### config.mk
export PLATFORM = sky130hd
export DESIGN_NAME = http2_frame_deframer_top_flat
export DESIGN_NICKNAME = d
export VERILOG_FILES = /design/src/hw/rtl/h2fd_pkg.sv /design/src/hw/rtl/h2fd_channels.sv /design/src/hw/rtl/http2_frame_deframer_top.sv /design/src/hw/rtl/h2fd_parser.sv /design/src/hw/rtl/h2fd_out_skid.sv /design/src/flat_wrapper.sv
export SDC_FILE = /design/constraint.sdc
export NUM_CORES = 1
export LEC_CHECK = 0
export ABC_AREA = 0
export BUFFER_PORTS_ARGS = -buffer_cell sky130_fd_sc_hd__buf_4
export CAP_MARGIN = 40
export CORE_UTILIZATION = 40
export DETAILED_ROUTE_END_ITERATION = 8
export REMOVE_ABC_BUFFERS = 1
export SLEW_MARGIN = 15
export SYNTH_ARGS = -nofsm -noshare
export SYNTH_HDL_FRONTEND = slang
export SYNTH_SLANG_ARGS = --single-unit
### constraint.sdc
create_clock -name clk -period 10.3 [get_ports clk]
set_input_delay 3.09 -clock clk [delete_from_list [all_inputs] [get_ports clk]]
set_output_delay 3.09 -clock clk [all_outputs]
set_load 0.005 [all_outputs]
### src/hw/rtl/h2fd_pkg.sv
// ---------------------------------------------------------------------------
// HTTP/2 frame deframer package
// Types and fixed constants shared by the deframer modules.
// ---------------------------------------------------------------------------
`default_nettype none

package h2fd_pkg;

	localparam int HEADER_SIZE = 9;
	localparam int STORE_DEPTH = HEADER_SIZE - 1;
	localparam int STORE_IDX_W = $clog2(STORE_DEPTH);
	localparam int CNT_W       = $clog2(HEADER_SIZE);
	localparam int LEN_W       = 24;
	localparam int ID_W        = 31;

	localparam logic [LEN_W-1:0] MAX_LEN_RESET = 24'd16384;

	localparam logic [7:0] TYPE_HEADERS       = 8'd1;
	localparam logic [7:0] TYPE_SETTINGS      = 8'd4;
	localparam logic [7:0] TYPE_PUSH_PROMISE  = 8'd5;
	localparam logic [7:0] TYPE_WINDOW_UPDATE = 8'd8;
	localparam logic [7:0] TYPE_MAX_KNOWN     = 8'd9;

	typedef enum logic [1:0] {
		KIND_HEADER  = 2'd0,
		KIND_PAYLOAD = 2'd1,
		KIND_ERROR   = 2'd2
	} kind_t;

	typedef struct packed {
		kind_t            result_kind;
		logic [LEN_W-1:0] frame_length;
		logic [7:0]       frame_type;
		logic [7:0]       frame_flags;
		logic [ID_W-1:0]  stream_id;
		logic [7:0]       payload_byte;
		logic             last;
		logic             stream_error;
		logic             type_known;
	} res_t;

endpackage

`default_nettype wire

### src/hw/rtl/h2fd_channels.sv
// ---------------------------------------------------------------------------
// HTTP/2 frame deframer channels
// Valid/ready interfaces for the input byte stream and the result stream.
// ---------------------------------------------------------------------------
`default_nettype none

interface h2fd_byte_if;
	logic       valid;
	logic       ready;
	logic [7:0] data_byte;

	modport source (output valid, output data_byte, input ready);
	modport sink (input valid, input data_byte, output ready);
endinterface

interface h2fd_result_if;
	logic                      valid;
	logic                      ready;
	logic [1:0]                result_kind;
	logic [h2fd_pkg::LEN_W-1:0] frame_length;
	logic [7:0]                frame_type;
	logic [7:0]                frame_flags;
	logic [h2fd_pkg::ID_W-1:0]  stream_id;
	logic [7:0]                payload_byte;
	logic                      last;
	logic                      stream_error;
	logic                      type_known;

	modport source (
		output valid, output result_kind, output frame_length, output frame_type,
		output frame_flags, output stream_id, output payload_byte, output last,
		output stream_error, output type_known, input ready
	);
	modport sink (
		input valid, input result_kind, input frame_length, input frame_type,
		input frame_flags, input stream_id, input payload_byte, input last,
		input stream_error, input type_known, output ready
	);
endinterface

`default_nettype wire

### src/hw/rtl/http2_frame_deframer_top.sv
// ---------------------------------------------------------------------------
// HTTP/2 frame deframer
// Path: parser input register, then the result register. Throughput: one
// byte per cycle while the result side keeps up; the result register and
// its skid entry keep input ready off the result channel's ready.
// Reset: arst_n clears the header counter, payload state and halt flag,
// and sets the maximum frame length to 16384.
// ---------------------------------------------------------------------------
`default_nettype none

module http2_frame_deframer_top (
	input  wire logic                       clk,
	input  wire logic                       arst_n,
	input  wire logic                       cfg_wr_en,
	input  wire logic [h2fd_pkg::LEN_W-1:0] cfg_wr_data,
	h2fd_byte_if.sink                       byte_ch,
	h2fd_result_if.source                   result_ch
);

	logic [h2fd_pkg::LEN_W-1:0] max_len_q;
	logic                       res_valid;
	logic                       res_ready;
	h2fd_pkg::res_t             res;
	h2fd_pkg::res_t             out_res;

	always_ff @(posedge clk or negedge arst_n) begin
		if (!arst_n) begin
			max_len_q <= h2fd_pkg::MAX_LEN_RESET;
		end else if (cfg_wr_en) begin
			max_len_q <= cfg_wr_data;
		end
	end

	h2fd_parser u_parser (
		.clk       (clk),
		.arst_n    (arst_n),
		.max_len   (max_len_q),
		.in_valid  (byte_ch.valid),
		.in_byte   (byte_ch.data_byte),
		.in_ready  (byte_ch.ready),
		.res_valid (res_valid),
		.res       (res),
		.res_ready (res_ready)
	);

	h2fd_out_skid u_out_skid (
		.clk       (clk),
		.arst_n    (arst_n),
		.in_valid  (res_valid),
		.in_res    (res),
		.in_ready  (res_ready),
		.out_valid (result_ch.valid),
		.out_res   (out_res),
		.out_ready (result_ch.ready)
	);

	assign result_ch.result_kind  = out_res.result_kind;
	assign result_ch.frame_length = out_res.frame_length;
	assign result_ch.frame_type   = out_res.frame_type;
	assign result_ch.frame_flags  = out_res.frame_flags;
	assign result_ch.stream_id    = out_res.stream_id;
	assign result_ch.payload_byte = out_res.payload_byte;
	assign result_ch.last         = out_res.last;
	assign result_ch.stream_error = out_res.stream_error;
	assign result_ch.type_known   = out_res.type_known;

endmodule

`default_nettype wire

### src/hw/rtl/h2fd_parser.sv
// ---------------------------------------------------------------------------
// HTTP/2 frame deframer parser
// Input register, header gathering, header decode and payload tracking.
// ---------------------------------------------------------------------------
`default_nettype none

module h2fd_parser (
	input  wire logic                       clk,
	input  wire logic                       arst_n,
	input  wire logic [h2fd_pkg::LEN_W-1:0] max_len,
	input  wire logic                       in_valid,
	input  wire logic [7:0]                 in_byte,
	output logic                            in_ready,
	output logic                            res_valid,
	output h2fd_pkg::res_t                  res,
	input  wire logic                       res_ready
);

	logic                            valid_s1;
	logic [7:0]                      byte_s1;
	logic [7:0]                      store_q [h2fd_pkg::STORE_DEPTH];
	logic [h2fd_pkg::CNT_W-1:0]      header_count_q;
	logic                            in_payload_q;
	logic [h2fd_pkg::LEN_W-1:0]      bytes_left_q;
	logic [h2fd_pkg::LEN_W-1:0]      held_length_q;
	logic [7:0]                      held_type_q;
	logic [7:0]                      held_flags_q;
	logic [h2fd_pkg::ID_W-1:0]       held_stream_q;
	logic                            halted_q;

	logic [h2fd_pkg::LEN_W-1:0]      hdr_len;
	logic [h2fd_pkg::ID_W-1:0]       hdr_id;
	logic                            hdr_done;
	logic                            decode;
	logic                            too_long;
	logic                            ctrl_type;
	logic                            has_res;
	logic                            adv;
	logic                            step;

	assign hdr_len  = {store_q[0], store_q[1], store_q[2]};
	assign hdr_id   = {store_q[5][6:0], store_q[6], store_q[7], byte_s1};
	assign hdr_done = (header_count_q == h2fd_pkg::CNT_W'(h2fd_pkg::STORE_DEPTH));
	assign decode   = !halted_q && !in_payload_q && hdr_done;
	assign too_long = (hdr_len > max_len);
	assign has_res  = !halted_q && (in_payload_q || hdr_done);

	assign ctrl_type = (store_q[3] == h2fd_pkg::TYPE_HEADERS) ||
		(store_q[3] == h2fd_pkg::TYPE_SETTINGS) ||
		(store_q[3] == h2fd_pkg::TYPE_PUSH_PROMISE) ||
		(store_q[3] == h2fd_pkg::TYPE_WINDOW_UPDATE);

	assign adv       = valid_s1 && (!has_res || res_ready);
	assign step      = adv && !halted_q;
	assign in_ready  = !valid_s1 || adv;
	assign res_valid = valid_s1 && has_res;

	always_comb begin
		res = '0;
		if (decode) begin
			res.result_kind  = too_long ? h2fd_pkg::KIND_ERROR : h2fd_pkg::KIND_HEADER;
			res.frame_length = hdr_len;
			res.frame_type   = store_q[3];
			res.frame_flags  = store_q[4];
			res.stream_id    = hdr_id;
			res.last         = too_long || (hdr_len == '0);
			res.stream_error = too_long && (hdr_id != '0) && !ctrl_type;
		end else begin
			res.result_kind  = h2fd_pkg::KIND_PAYLOAD;
			res.frame_length = held_length_q;
			res.frame_type   = held_type_q;
			res.frame_flags  = held_flags_q;
			res.stream_id    = held_stream_q;
			res.payload_byte = byte_s1;
			res.last         = (bytes_left_q <= h2fd_pkg::LEN_W'(1));
		end
		res.type_known = (res.frame_type <= h2fd_pkg::TYPE_MAX_KNOWN);
	end

	always_ff @(posedge clk or negedge arst_n) begin
		if (!arst_n) begin
			valid_s1 <= 1'b0;
		end else if (in_ready) begin
			valid_s1 <= in_valid;
		end
	end

	always_ff @(posedge clk) begin
		if (in_valid && in_ready) begin
			byte_s1 <= in_byte;
		end
		if (step && !in_payload_q && !hdr_done) begin
			store_q[header_count_q[h2fd_pkg::STORE_IDX_W-1:0]] <= byte_s1;
		end
	end

	always_ff @(posedge clk or negedge arst_n) begin
		if (!arst_n) begin
			header_count_q <= '0;
			in_payload_q   <= 1'b0;
			bytes_left_q   <= '0;
			held_length_q  <= '0;
			held_type_q    <= '0;
			held_flags_q   <= '0;
			held_stream_q  <= '0;
			halted_q       <= 1'b0;
		end else if (step) begin
			if (in_payload_q) begin
				if (bytes_left_q != '0) begin
					bytes_left_q <= bytes_left_q - h2fd_pkg::LEN_W'(1);
				end
				if (bytes_left_q <= h2fd_pkg::LEN_W'(1)) begin
					in_payload_q <= 1'b0;
				end
			end else if (!hdr_done) begin
				header_count_q <= header_count_q + h2fd_pkg::CNT_W'(1);
			end else begin
				header_count_q <= '0;
				held_length_q  <= hdr_len;
				held_type_q    <= store_q[3];
				held_flags_q   <= store_q[4];
				held_stream_q  <= hdr_id;
				if (too_long) begin
					halted_q <= 1'b1;
				end else if (hdr_len != '0) begin
					in_payload_q <= 1'b1;
					bytes_left_q <= hdr_len;
				end
			end
		end
	end

endmodule

`default_nettype wire

### src/hw/rtl/h2fd_out_skid.sv
// ---------------------------------------------------------------------------
// HTTP/2 frame deframer result register
// Output register with a skid entry so that ready toward the parser is
// taken from a register.
// ---------------------------------------------------------------------------
`default_nettype none

module h2fd_out_skid (
	input  wire logic     clk,
	input  wire logic     arst_n,
	input  wire logic     in_valid,
	input  h2fd_pkg::res_t in_res,
	output logic          in_ready,
	output logic          out_valid,
	output h2fd_pkg::res_t out_res,
	input  wire logic     out_ready
);

	logic           main_valid_q;
	logic           skid_valid_q;
	h2fd_pkg::res_t main_q;
	h2fd_pkg::res_t skid_q;
	logic           push;
	logic           pop;

	assign in_ready  = !skid_valid_q;
	assign out_valid = main_valid_q;
	assign out_res   = main_q;
	assign push      = in_valid && in_ready;
	assign pop       = main_valid_q && out_ready;

	always_ff @(posedge clk or negedge arst_n) begin
		if (!arst_n) begin
			main_valid_q <= 1'b0;
			skid_valid_q <= 1'b0;
		end else begin
			if (!main_valid_q || pop) begin
				main_valid_q <= push || skid_valid_q;
				skid_valid_q <= 1'b0;
			end else if (push) begin
				skid_valid_q <= 1'b1;
			end
		end
	end

	always_ff @(posedge clk) begin
		if (!main_valid_q || pop) begin
			main_q <= skid_valid_q ? skid_q : in_res;
		end else if (push) begin
			skid_q <= in_res;
		end
	end

endmodule

`default_nettype wire

### src/flat_wrapper.sv
// flat-port wrapper written by rule: the top's interface ports become plain ports
module http2_frame_deframer_top_flat 
  (clk, arst_n, cfg_wr_en, cfg_wr_data, byte_ch_valid, byte_ch_data_byte, byte_ch_ready, result_ch_valid, result_ch_result_kind, result_ch_frame_length, result_ch_frame_type, result_ch_frame_flags, result_ch_stream_id, result_ch_payload_byte, result_ch_last, result_ch_stream_error, result_ch_type_known, result_ch_ready);
  h2fd_byte_if byte_ch_i ();
  h2fd_result_if result_ch_i ();
  input  wire logic clk;
  input  wire logic arst_n;
  input  wire logic cfg_wr_en;
  input  wire logic [h2fd_pkg::LEN_W-1:0] cfg_wr_data;
  input wire logic [$bits(byte_ch_i.valid)-1:0] byte_ch_valid;
  input wire logic [$bits(byte_ch_i.data_byte)-1:0] byte_ch_data_byte;
  output wire logic [$bits(byte_ch_i.ready)-1:0] byte_ch_ready;
  output wire logic [$bits(result_ch_i.valid)-1:0] result_ch_valid;
  output wire logic [$bits(result_ch_i.result_kind)-1:0] result_ch_result_kind;
  output wire logic [$bits(result_ch_i.frame_length)-1:0] result_ch_frame_length;
  output wire logic [$bits(result_ch_i.frame_type)-1:0] result_ch_frame_type;
  output wire logic [$bits(result_ch_i.frame_flags)-1:0] result_ch_frame_flags;
  output wire logic [$bits(result_ch_i.stream_id)-1:0] result_ch_stream_id;
  output wire logic [$bits(result_ch_i.payload_byte)-1:0] result_ch_payload_byte;
  output wire logic [$bits(result_ch_i.last)-1:0] result_ch_last;
  output wire logic [$bits(result_ch_i.stream_error)-1:0] result_ch_stream_error;
  output wire logic [$bits(result_ch_i.type_known)-1:0] result_ch_type_known;
  input wire logic [$bits(result_ch_i.ready)-1:0] result_ch_ready;
  assign byte_ch_i.valid = byte_ch_valid;
  assign byte_ch_i.data_byte = byte_ch_data_byte;
  assign byte_ch_ready = byte_ch_i.ready;
  assign result_ch_valid = result_ch_i.valid;
  assign result_ch_result_kind = result_ch_i.result_kind;
  assign result_ch_frame_length = result_ch_i.frame_length;
  assign result_ch_frame_type = result_ch_i.frame_type;
  assign result_ch_frame_flags = result_ch_i.frame_flags;
  assign result_ch_stream_id = result_ch_i.stream_id;
  assign result_ch_payload_byte = result_ch_i.payload_byte;
  assign result_ch_last = result_ch_i.last;
  assign result_ch_stream_error = result_ch_i.stream_error;
  assign result_ch_type_known = result_ch_i.type_known;
  assign result_ch_i.ready = result_ch_ready;
  http2_frame_deframer_top u_core (.clk(clk), .arst_n(arst_n), .cfg_wr_en(cfg_wr_en), .cfg_wr_data(cfg_wr_data), .byte_ch(byte_ch_i), .result_ch(result_ch_i));
endmodule
==> results of run 1 <==
-- flip-flops by register name, summed over array words and instances, names as in the netlist --
| name | flops |
|---|---|
| u_core.u_parser.halted_q | 1 |
| u_core.u_parser.in_payload_q | 1 |
| u_core.u_out_skid.out_valid | 1 |
| u_core.u_parser.store_q | 63 |
| u_core.max_len_q | 24 |
| u_core.u_parser.held_flags_q | 8 |
| u_core.u_out_skid.skid_q | 84 |
| u_core.u_parser.bytes_left_q | 24 |
| u_core.u_out_skid.skid_valid_q | 1 |
| u_core.u_parser.held_type_q | 8 |
| u_core.u_parser.held_length_q | 24 |
| u_core.u_parser.byte_s1 | 8 |
| u_core.u_out_skid.out_res | 84 |
| u_core.u_parser.valid_s1 | 1 |
| u_core.u_parser.header_count_q | 4 |
| u_core.u_parser.held_stream_q | 31 |
-- placed cells by master, fill, tap and decap left out, drive strengths merged, types with 8 or more instances in the layout --
master / count
nor2: 33
a221o: 8
o21ai: 42
inv: 37
and2: 10
o211ai: 16
ha: 28
nor3: 20
dfrtp: 127
nand4: 8
mux2: 88
nor4: 21
clkbuf: 56
a21oi: 23
buf: 141
nand2: 465
edfxtp: 239
or4: 11
clkinv: 9
-- stage by stage --
stage	util (%)	setup WS, ns	area (um2)	hold WS (ns)
2_1_floorplan	-	0.909	15300	0.440
3_3_place_gp	44.7	4.79	17000	0.450
3_5_place_dp	44.9	4.91	17100	0.457
4_1_cts	48.2	4.70	18300	0.473
5_1_grt	48.3	4.53	18400	0.492
6_report	48.3	4.68	18400	0.471
-- power groups by stage --
stage	registers [mW]	logic, mW	clock network [mW]
2_1_floorplan	2.25	0.718	0
3_3_place_gp	2.29	1.15	0
3_5_place_dp	2.29	1.18	0
4_1_cts	2.27	1.19	1.40
5_1_grt	2.32	1.33	1.45
6_report	2.27	1.17	1.36
-- kinds of logic after synthesis --
family	count (synthesis)	synth area share (%)
fa+ha+maj	28	2.25
xor+xnor	3	0.169
compound gates	131	5.69
simple gates	599	16.4
mux	90	6.49
buf+inv	95	2.41
flops	367	66.6
-- critical path, cell delays in order, from the launching register on --
cell	delay (ns)
dfrtp_1	0.88
inv_1	0.42
a21oi_1	0.33
nand2_1	0.17
buf_4	0.19
-- final timing paths --
path,slack [ns],endpoint
worst max-delay path,4.68,byte_ch_ready
worst min-delay path,0.47,u_core.u_parser.held_length_q[17]
worst max register to register,6.82,u_core.u_parser.bytes_left_q[5]
worst min register to register,0.47,u_core.u_parser.held_length_q[17]
max in group asynchronous,6.77,u_core.u_parser.held_stream_q[22]
min in group asynchronous,2.57,u_core.max_len_q[0]
-- layer usage --
layer / vias up / global-route usage, % / part of all wire, %
li1: 4852 / - / -
met1: 4976 / 24.6 / 45
met2: 267 / 29.2 / 47
met3: 65 / 2.87 / 5.6
met4: 0 / 6.47 / 2.9
met5: - / 0 / 0
-- layout make-up --
class,count,area [um2]
fill,3487,19600
clock inverter,14,146
multi-input combinational,851,4850
sequential,367,10400
tap,511,639
timing repair buffer,141,1140
inverter,36,135
clock buffer,56,1080
==> summary.txt, run 1 <==
R2R Path Start -> u_core.u_parser.store_q[0][7]
Via density -> 5.14
Max-Cap Viols -> 0
Peak supply drop -> 125 uV
DRC viols -> 0
Total Wirelength -> 35100 um
Startpoint Class -> flip-flop
Clock sinks -> 367
CP startpoint -> u_core.u_parser.in_payload_q
WL/cell -> 17.8 um
Final setup skew -> 0.0156 ns
Final worst-path cycle share -> 54.5%
Yosys warning total -> 0
Slew HR -> 42.7%
Sw power -> 1.41 mW
Hold Path Stages -> 2
Final hold viol count -> 0
Rows -> 71
Placed Cells -> 1903
Initial antenna violation count -> 0
Share of the synthesized area in the top cell type -> 46.1%
Die Ht -> 199 um
R2R depth -> 6
Clk slew on worst S/H paths -> 0.06 ns
Pwr dens -> 261 nW/um2
Crit path time final -> 5.62 ns
Root Driver -> clkbuf_16
Worst min path class -> flip-flop to flip-flop
Arr. time, crit path -> 2.53 ns
Final slew viol count -> 0
Clock buffer depth -> 3
Postcts setup bufs -> 0
Most area-hungry cell type in the Yosys netlist -> edfxtp_1
Power share of the sequential group -> 47.3%
Ratio of cells with drive above 1 in the final layout -> 20.7%
GRT Total Usage -> 18.0%
Critical Path RT -> 7.21 ns
Post-synth top cells -> 465 x nand2_1, 239 x edfxtp_1, 127 x dfrtp_1, 88 x mux2_2, 48 x clkbuf_1
Pwr Total -> 4.80 mW
RSZ-0062 raised after global routing -> no
First-pass GRT wire length -> 55700 um
Latest clock arrival within the worst-skew pair -> 0.53 ns
Post-Route Setup TNS -> 0 ns
Clock network fraction of design power -> 28.3%
Initial Util -> 41.0%
Crit end category -> output pin
Slew @ Worst Pin -> 0.860 ns
Fmax achieved -> 0.178 GHz
Worst min-delay path startpoint -> u_core.u_parser.held_length_q[17]
FFs w/ async S/R, synth -> 34.9%
Number of flops mapped to enable cells by yosys -> 239
Status -> completed
Crit-path max FO -> 24
Count leader, synth -> nand2_1
Synth-to-layout area growth -> 17.9%
Total gr overflow -> 0
Core footprint -> 38000 um2
H-tree depth -> 2
Post-synthesis sequential area ratio -> 66.6%
Drt initial violations -> 627
FF+latch count, synth -> 367
CTS Buf Count -> 39
Top cells by area, synth -> edfxtp_1 46%, dfrtp_1 20%, nand2_1 11%, mux2_2 6.4%, ha_1 2.2%
Via count -> 10.2k
Pint -> 3.39 mW
Cells after Synth -> 1313
I/O pin cnt -> 123
I/O Buffers -> 122
Comb power frac -> 24.4%
Post-DRT Antenna Nets -> 0
Leak -> 7.78 nW
# setup viols final -> 0
Hold buffer count at CTS -> 0
Finished Layout Cells -> 1976
Die X -> 199 um
# resized after CTS -> 0
Syn avg cell area -> 11.9 um2
Pre-antenna DRT Iters -> 5
Fin nets -> 1501
Final GP Congestion -> 0.850
# diodes -> 0
Distinct cells, synth -> 59
Main synth FF type -> edfxtp_1
CTS tree -> done
HPWL after DPL -> 21700 um
Synthesized cell area -> 15600 um2
Die Area -> 39800 um2
Switching Share -> 29.4%
Crit path kind -> flip-flop to output pin
Vias in the first global route -> 10.1k
Largest net degree at the start of global routing -> 74
Power figures use the tool's default switching activity.
==> inputs of run 2 (changes only) <==
clock period = 5.8 ns   (was 10.3 ns; I/O delays follow)
==> run 2 against run 1 <==
Net effect:
- setup slack worse by 3.2 ns
- count of clock-buffer cells in the layout up 1
- worst hold slack better by 0.0012 ns
- first-iteration DRC count up 43%
- register-to-register slack worse by 4.4 ns
- cell area about the same
- total power up 78%
- global-route usage up 0.49 points
- critical path depth unchanged
- final cell count up 0.10%
- combinational power up 80%
- clock skew up 0.00097 ns
- highest routed layer unchanged
==> summary.txt, run 2 (synthesis gave the netlist of run 1 again) <==
Core footprint -> 38000 um2 (unchanged)
CP max-delay cell -> dfrtp_1
Pwr dens -> 466 nW/um2 (+78%)
Hold Path Stages -> 2 (unchanged)
CTS Buf Count -> 40 (+2.6%)
Largest net degree at the start of global routing -> 72 (-2.7%)
Fin nets -> 1500 (-0.067%)
Most frequent cells in the layout -> 464 x nand2_1, 239 x edfxtp_1, 133 x buf_4
Pwr Total -> 8.56 mW (+78%)
Worst Path Buf+Inv -> 2 (unchanged)
Power share of the sequential group -> 47.1% (-0.2 points)
Filler Cells Inserted -> 3471 (-0.46%)
Postcts setup bufs -> 0 (unchanged)
Hold EP -> u_core.u_parser.held_stream_q[25]
R2R depth -> 6 (unchanged)
Arr. time, crit path -> 2.53 ns (about the same)
Fmax achieved -> 0.234 GHz
Cell Chain, Critical Path -> inv_1 > a21oi_1 > nand2_1 > buf_4
# resized after CTS -> 0 (unchanged)
Crit path time final -> 4.27 ns
Hold buffer count at CTS -> 0 (unchanged)
CTS tree -> done
Total gr overflow -> 0 (unchanged)
Final worst slack -> 1.53 ns (-3.15 ns)
Drt initial violations -> 898 (+43%)
R2R Path Start -> u_core.u_parser.store_q[0][7]
Final GP Congestion -> 0.880 (+3.6%)
Via count -> 10.3k (+1.7%)
First-pass GRT wire length -> 56500 um (+1.5%)
Clock buffer depth -> 3 (unchanged)
# setup viols final -> 0 (unchanged)
Max-Cap Viols -> 0 (unchanged)
Pre-antenna DRT Iters -> 5 (unchanged)
Final setup skew -> 0.0165 ns (+0.000975 ns)
Peak supply drop -> 204 uV (+64%)
R2r endpoint -> u_core.u_parser.bytes_left_q[11]
Finished Cell Area -> 18400 um2 (about the same)
Top Family by Delay on Critical Path -> flip-flops
Final hold viol count -> 0 (unchanged)
Vias in the first global route -> 10.1k (-0.21%)
Crit-path max FO -> 24 (unchanged)
Critical Path RT -> 4.06 ns (-3.15 ns)
I/O Buffers -> 122 (unchanged)
Final slew viol count -> 0 (unchanged)
DRC viols -> 0 (unchanged)
Sw power -> 2.55 mW (+81%)
Clock sinks -> 367 (unchanged)
RSZ-0062 raised after global routing -> no
Switching Share -> 29.8% (+0.40 points)
Crit end category -> output pin
R2R setup slack -> 2.47 ns (-4.35 ns)
Via density -> 5.22 (+1.6%)
Util after Layout -> 48.3% (about the same)
Initial Util -> 41.0% (unchanged)
Crit path kind -> flip-flop to output pin
Comb power frac -> 24.6% (+0.2 points)
Die Area -> 39800 um2 (unchanged)
Die X -> 199 um (unchanged)
Finished Layout Cells -> 1978 (+0.10%)
Leak -> 7.79 nW (about the same)
Slew HR -> 43.7% (+1.0 points)
HPWL after DPL -> 22600 um (+4.1%)
GRT Total Usage -> 18.5% (+0.49 points)
Crit path largest cell delay -> 0.88 ns (about the same)
Placed Cells -> 1903 (unchanged)
Synth-to-layout area growth -> 17.9% (about the same)
WL/cell -> 18.2 um (+2.5%)
Worst min-delay path startpoint -> u_core.u_parser.held_stream_q[25]
Most common cell after layout, fill and taps aside -> nand2_1
Rows -> 71 (unchanged)
Area after DPL -> 17100 um2 (+0.12%)
Die Ht -> 199 um (unchanged)
H-tree depth -> 2 (unchanged)
Total Wirelength -> 36000 um (+2.6%)
Worst min path class -> flip-flop to flip-flop
Startpoint Class -> flip-flop
Ratio of cells with drive above 1 in the final layout -> 20.9% (+0.18 points)
I/O pin cnt -> 123 (unchanged)
Initial antenna violation count -> 0 (unchanged)
Clock network fraction of design power -> 28.3% (about the same)
Slew @ Worst Pin -> 0.844 ns (-0.0157 ns)
Placement Setup Slack -> 2.13 ns (-2.77 ns)
Status -> completed
Clk slew on worst S/H paths -> 0.06 ns (about the same)
Latest clock arrival within the worst-skew pair -> 0.53 ns (about the same)
# diodes -> 0 (unchanged)
Root Driver -> clkbuf_16
Pint -> 6.01 mW (+77%)
Final worst-path cycle share -> 73.7%
Post-DRT Antenna Nets -> 0 (unchanged)
## run 2: worst max-delay path by stage
stage | startpoint | endpoint | slack, ns | cells past startpoint
floorplan | result_ch_ready | u_core.u_out_skid.skid_q[0] | -2.24 | 2
global placement | u_core.u_parser.in_payload_q | byte_ch_ready | 2.16 | 4
detailed placement | u_core.u_parser.in_payload_q | byte_ch_ready | 2.13 | 4
CTS | u_core.u_parser.in_payload_q | byte_ch_ready | 1.55 | 4
global route | u_core.u_parser.in_payload_q | byte_ch_ready | 1.38 | 4
finish | u_core.u_parser.in_payload_q | byte_ch_ready | 1.53 | 4
## run 2: final cells by class
cell class / count / area [um2] / area share (%)
clock inverter: 17 / 115 / 0.627
timing repair buffer: 139 / 1090 / 5.95
multi-input combinational: 851 / 4860 / 26.5
sequential: 367 / 10400 / 56.5
inverter: 36 / 135 / 0.736
tap: 511 / 639 / 3.48
clock buffer: 57 / 1140 / 6.19
## run 2: tightest hold or removal path, cell delays in order (launching register included)
cell     delay [ns]
dfrtp_1        0.34
nand2_1        0.05
nand2_1        0.05
## run 2: stage by stage
stage,hold WS [ns],TNS (ns)
6_report,0.472,0
4_1_cts,0.471,0
2_1_floorplan,0.440,-188.24
5_1_grt,0.496,0
3_3_place_gp,0.450,0
3_5_place_dp,0.457,0
## run 2: power by group through the flow
stage,Sequential [mW],Clock (mW),Combinational (mW)
6_report,4.03,2.42,2.11
3_3_place_gp,4.06,0,2.06
2_1_floorplan,4.00,0,1.28
4_1_cts,4.03,2.48,2.14
3_5_place_dp,4.07,0,2.12
5_1_grt,4.10,2.58,2.39
## run 2: per-layer routing
| metal | GRT usage [%] | vias to the layer above | routed length [um] |
|---|---|---|---|
| li1 | - | 4849 | - |
| met1 | 26.5 | 5075 | 16700 |
| met2 | 28.9 | 353 | 16300 |
| met3 | 3.22 | 52 | 2260 |
| met4 | 5.20 | 0 | 727 |
| met5 | 0 | - | 0 |
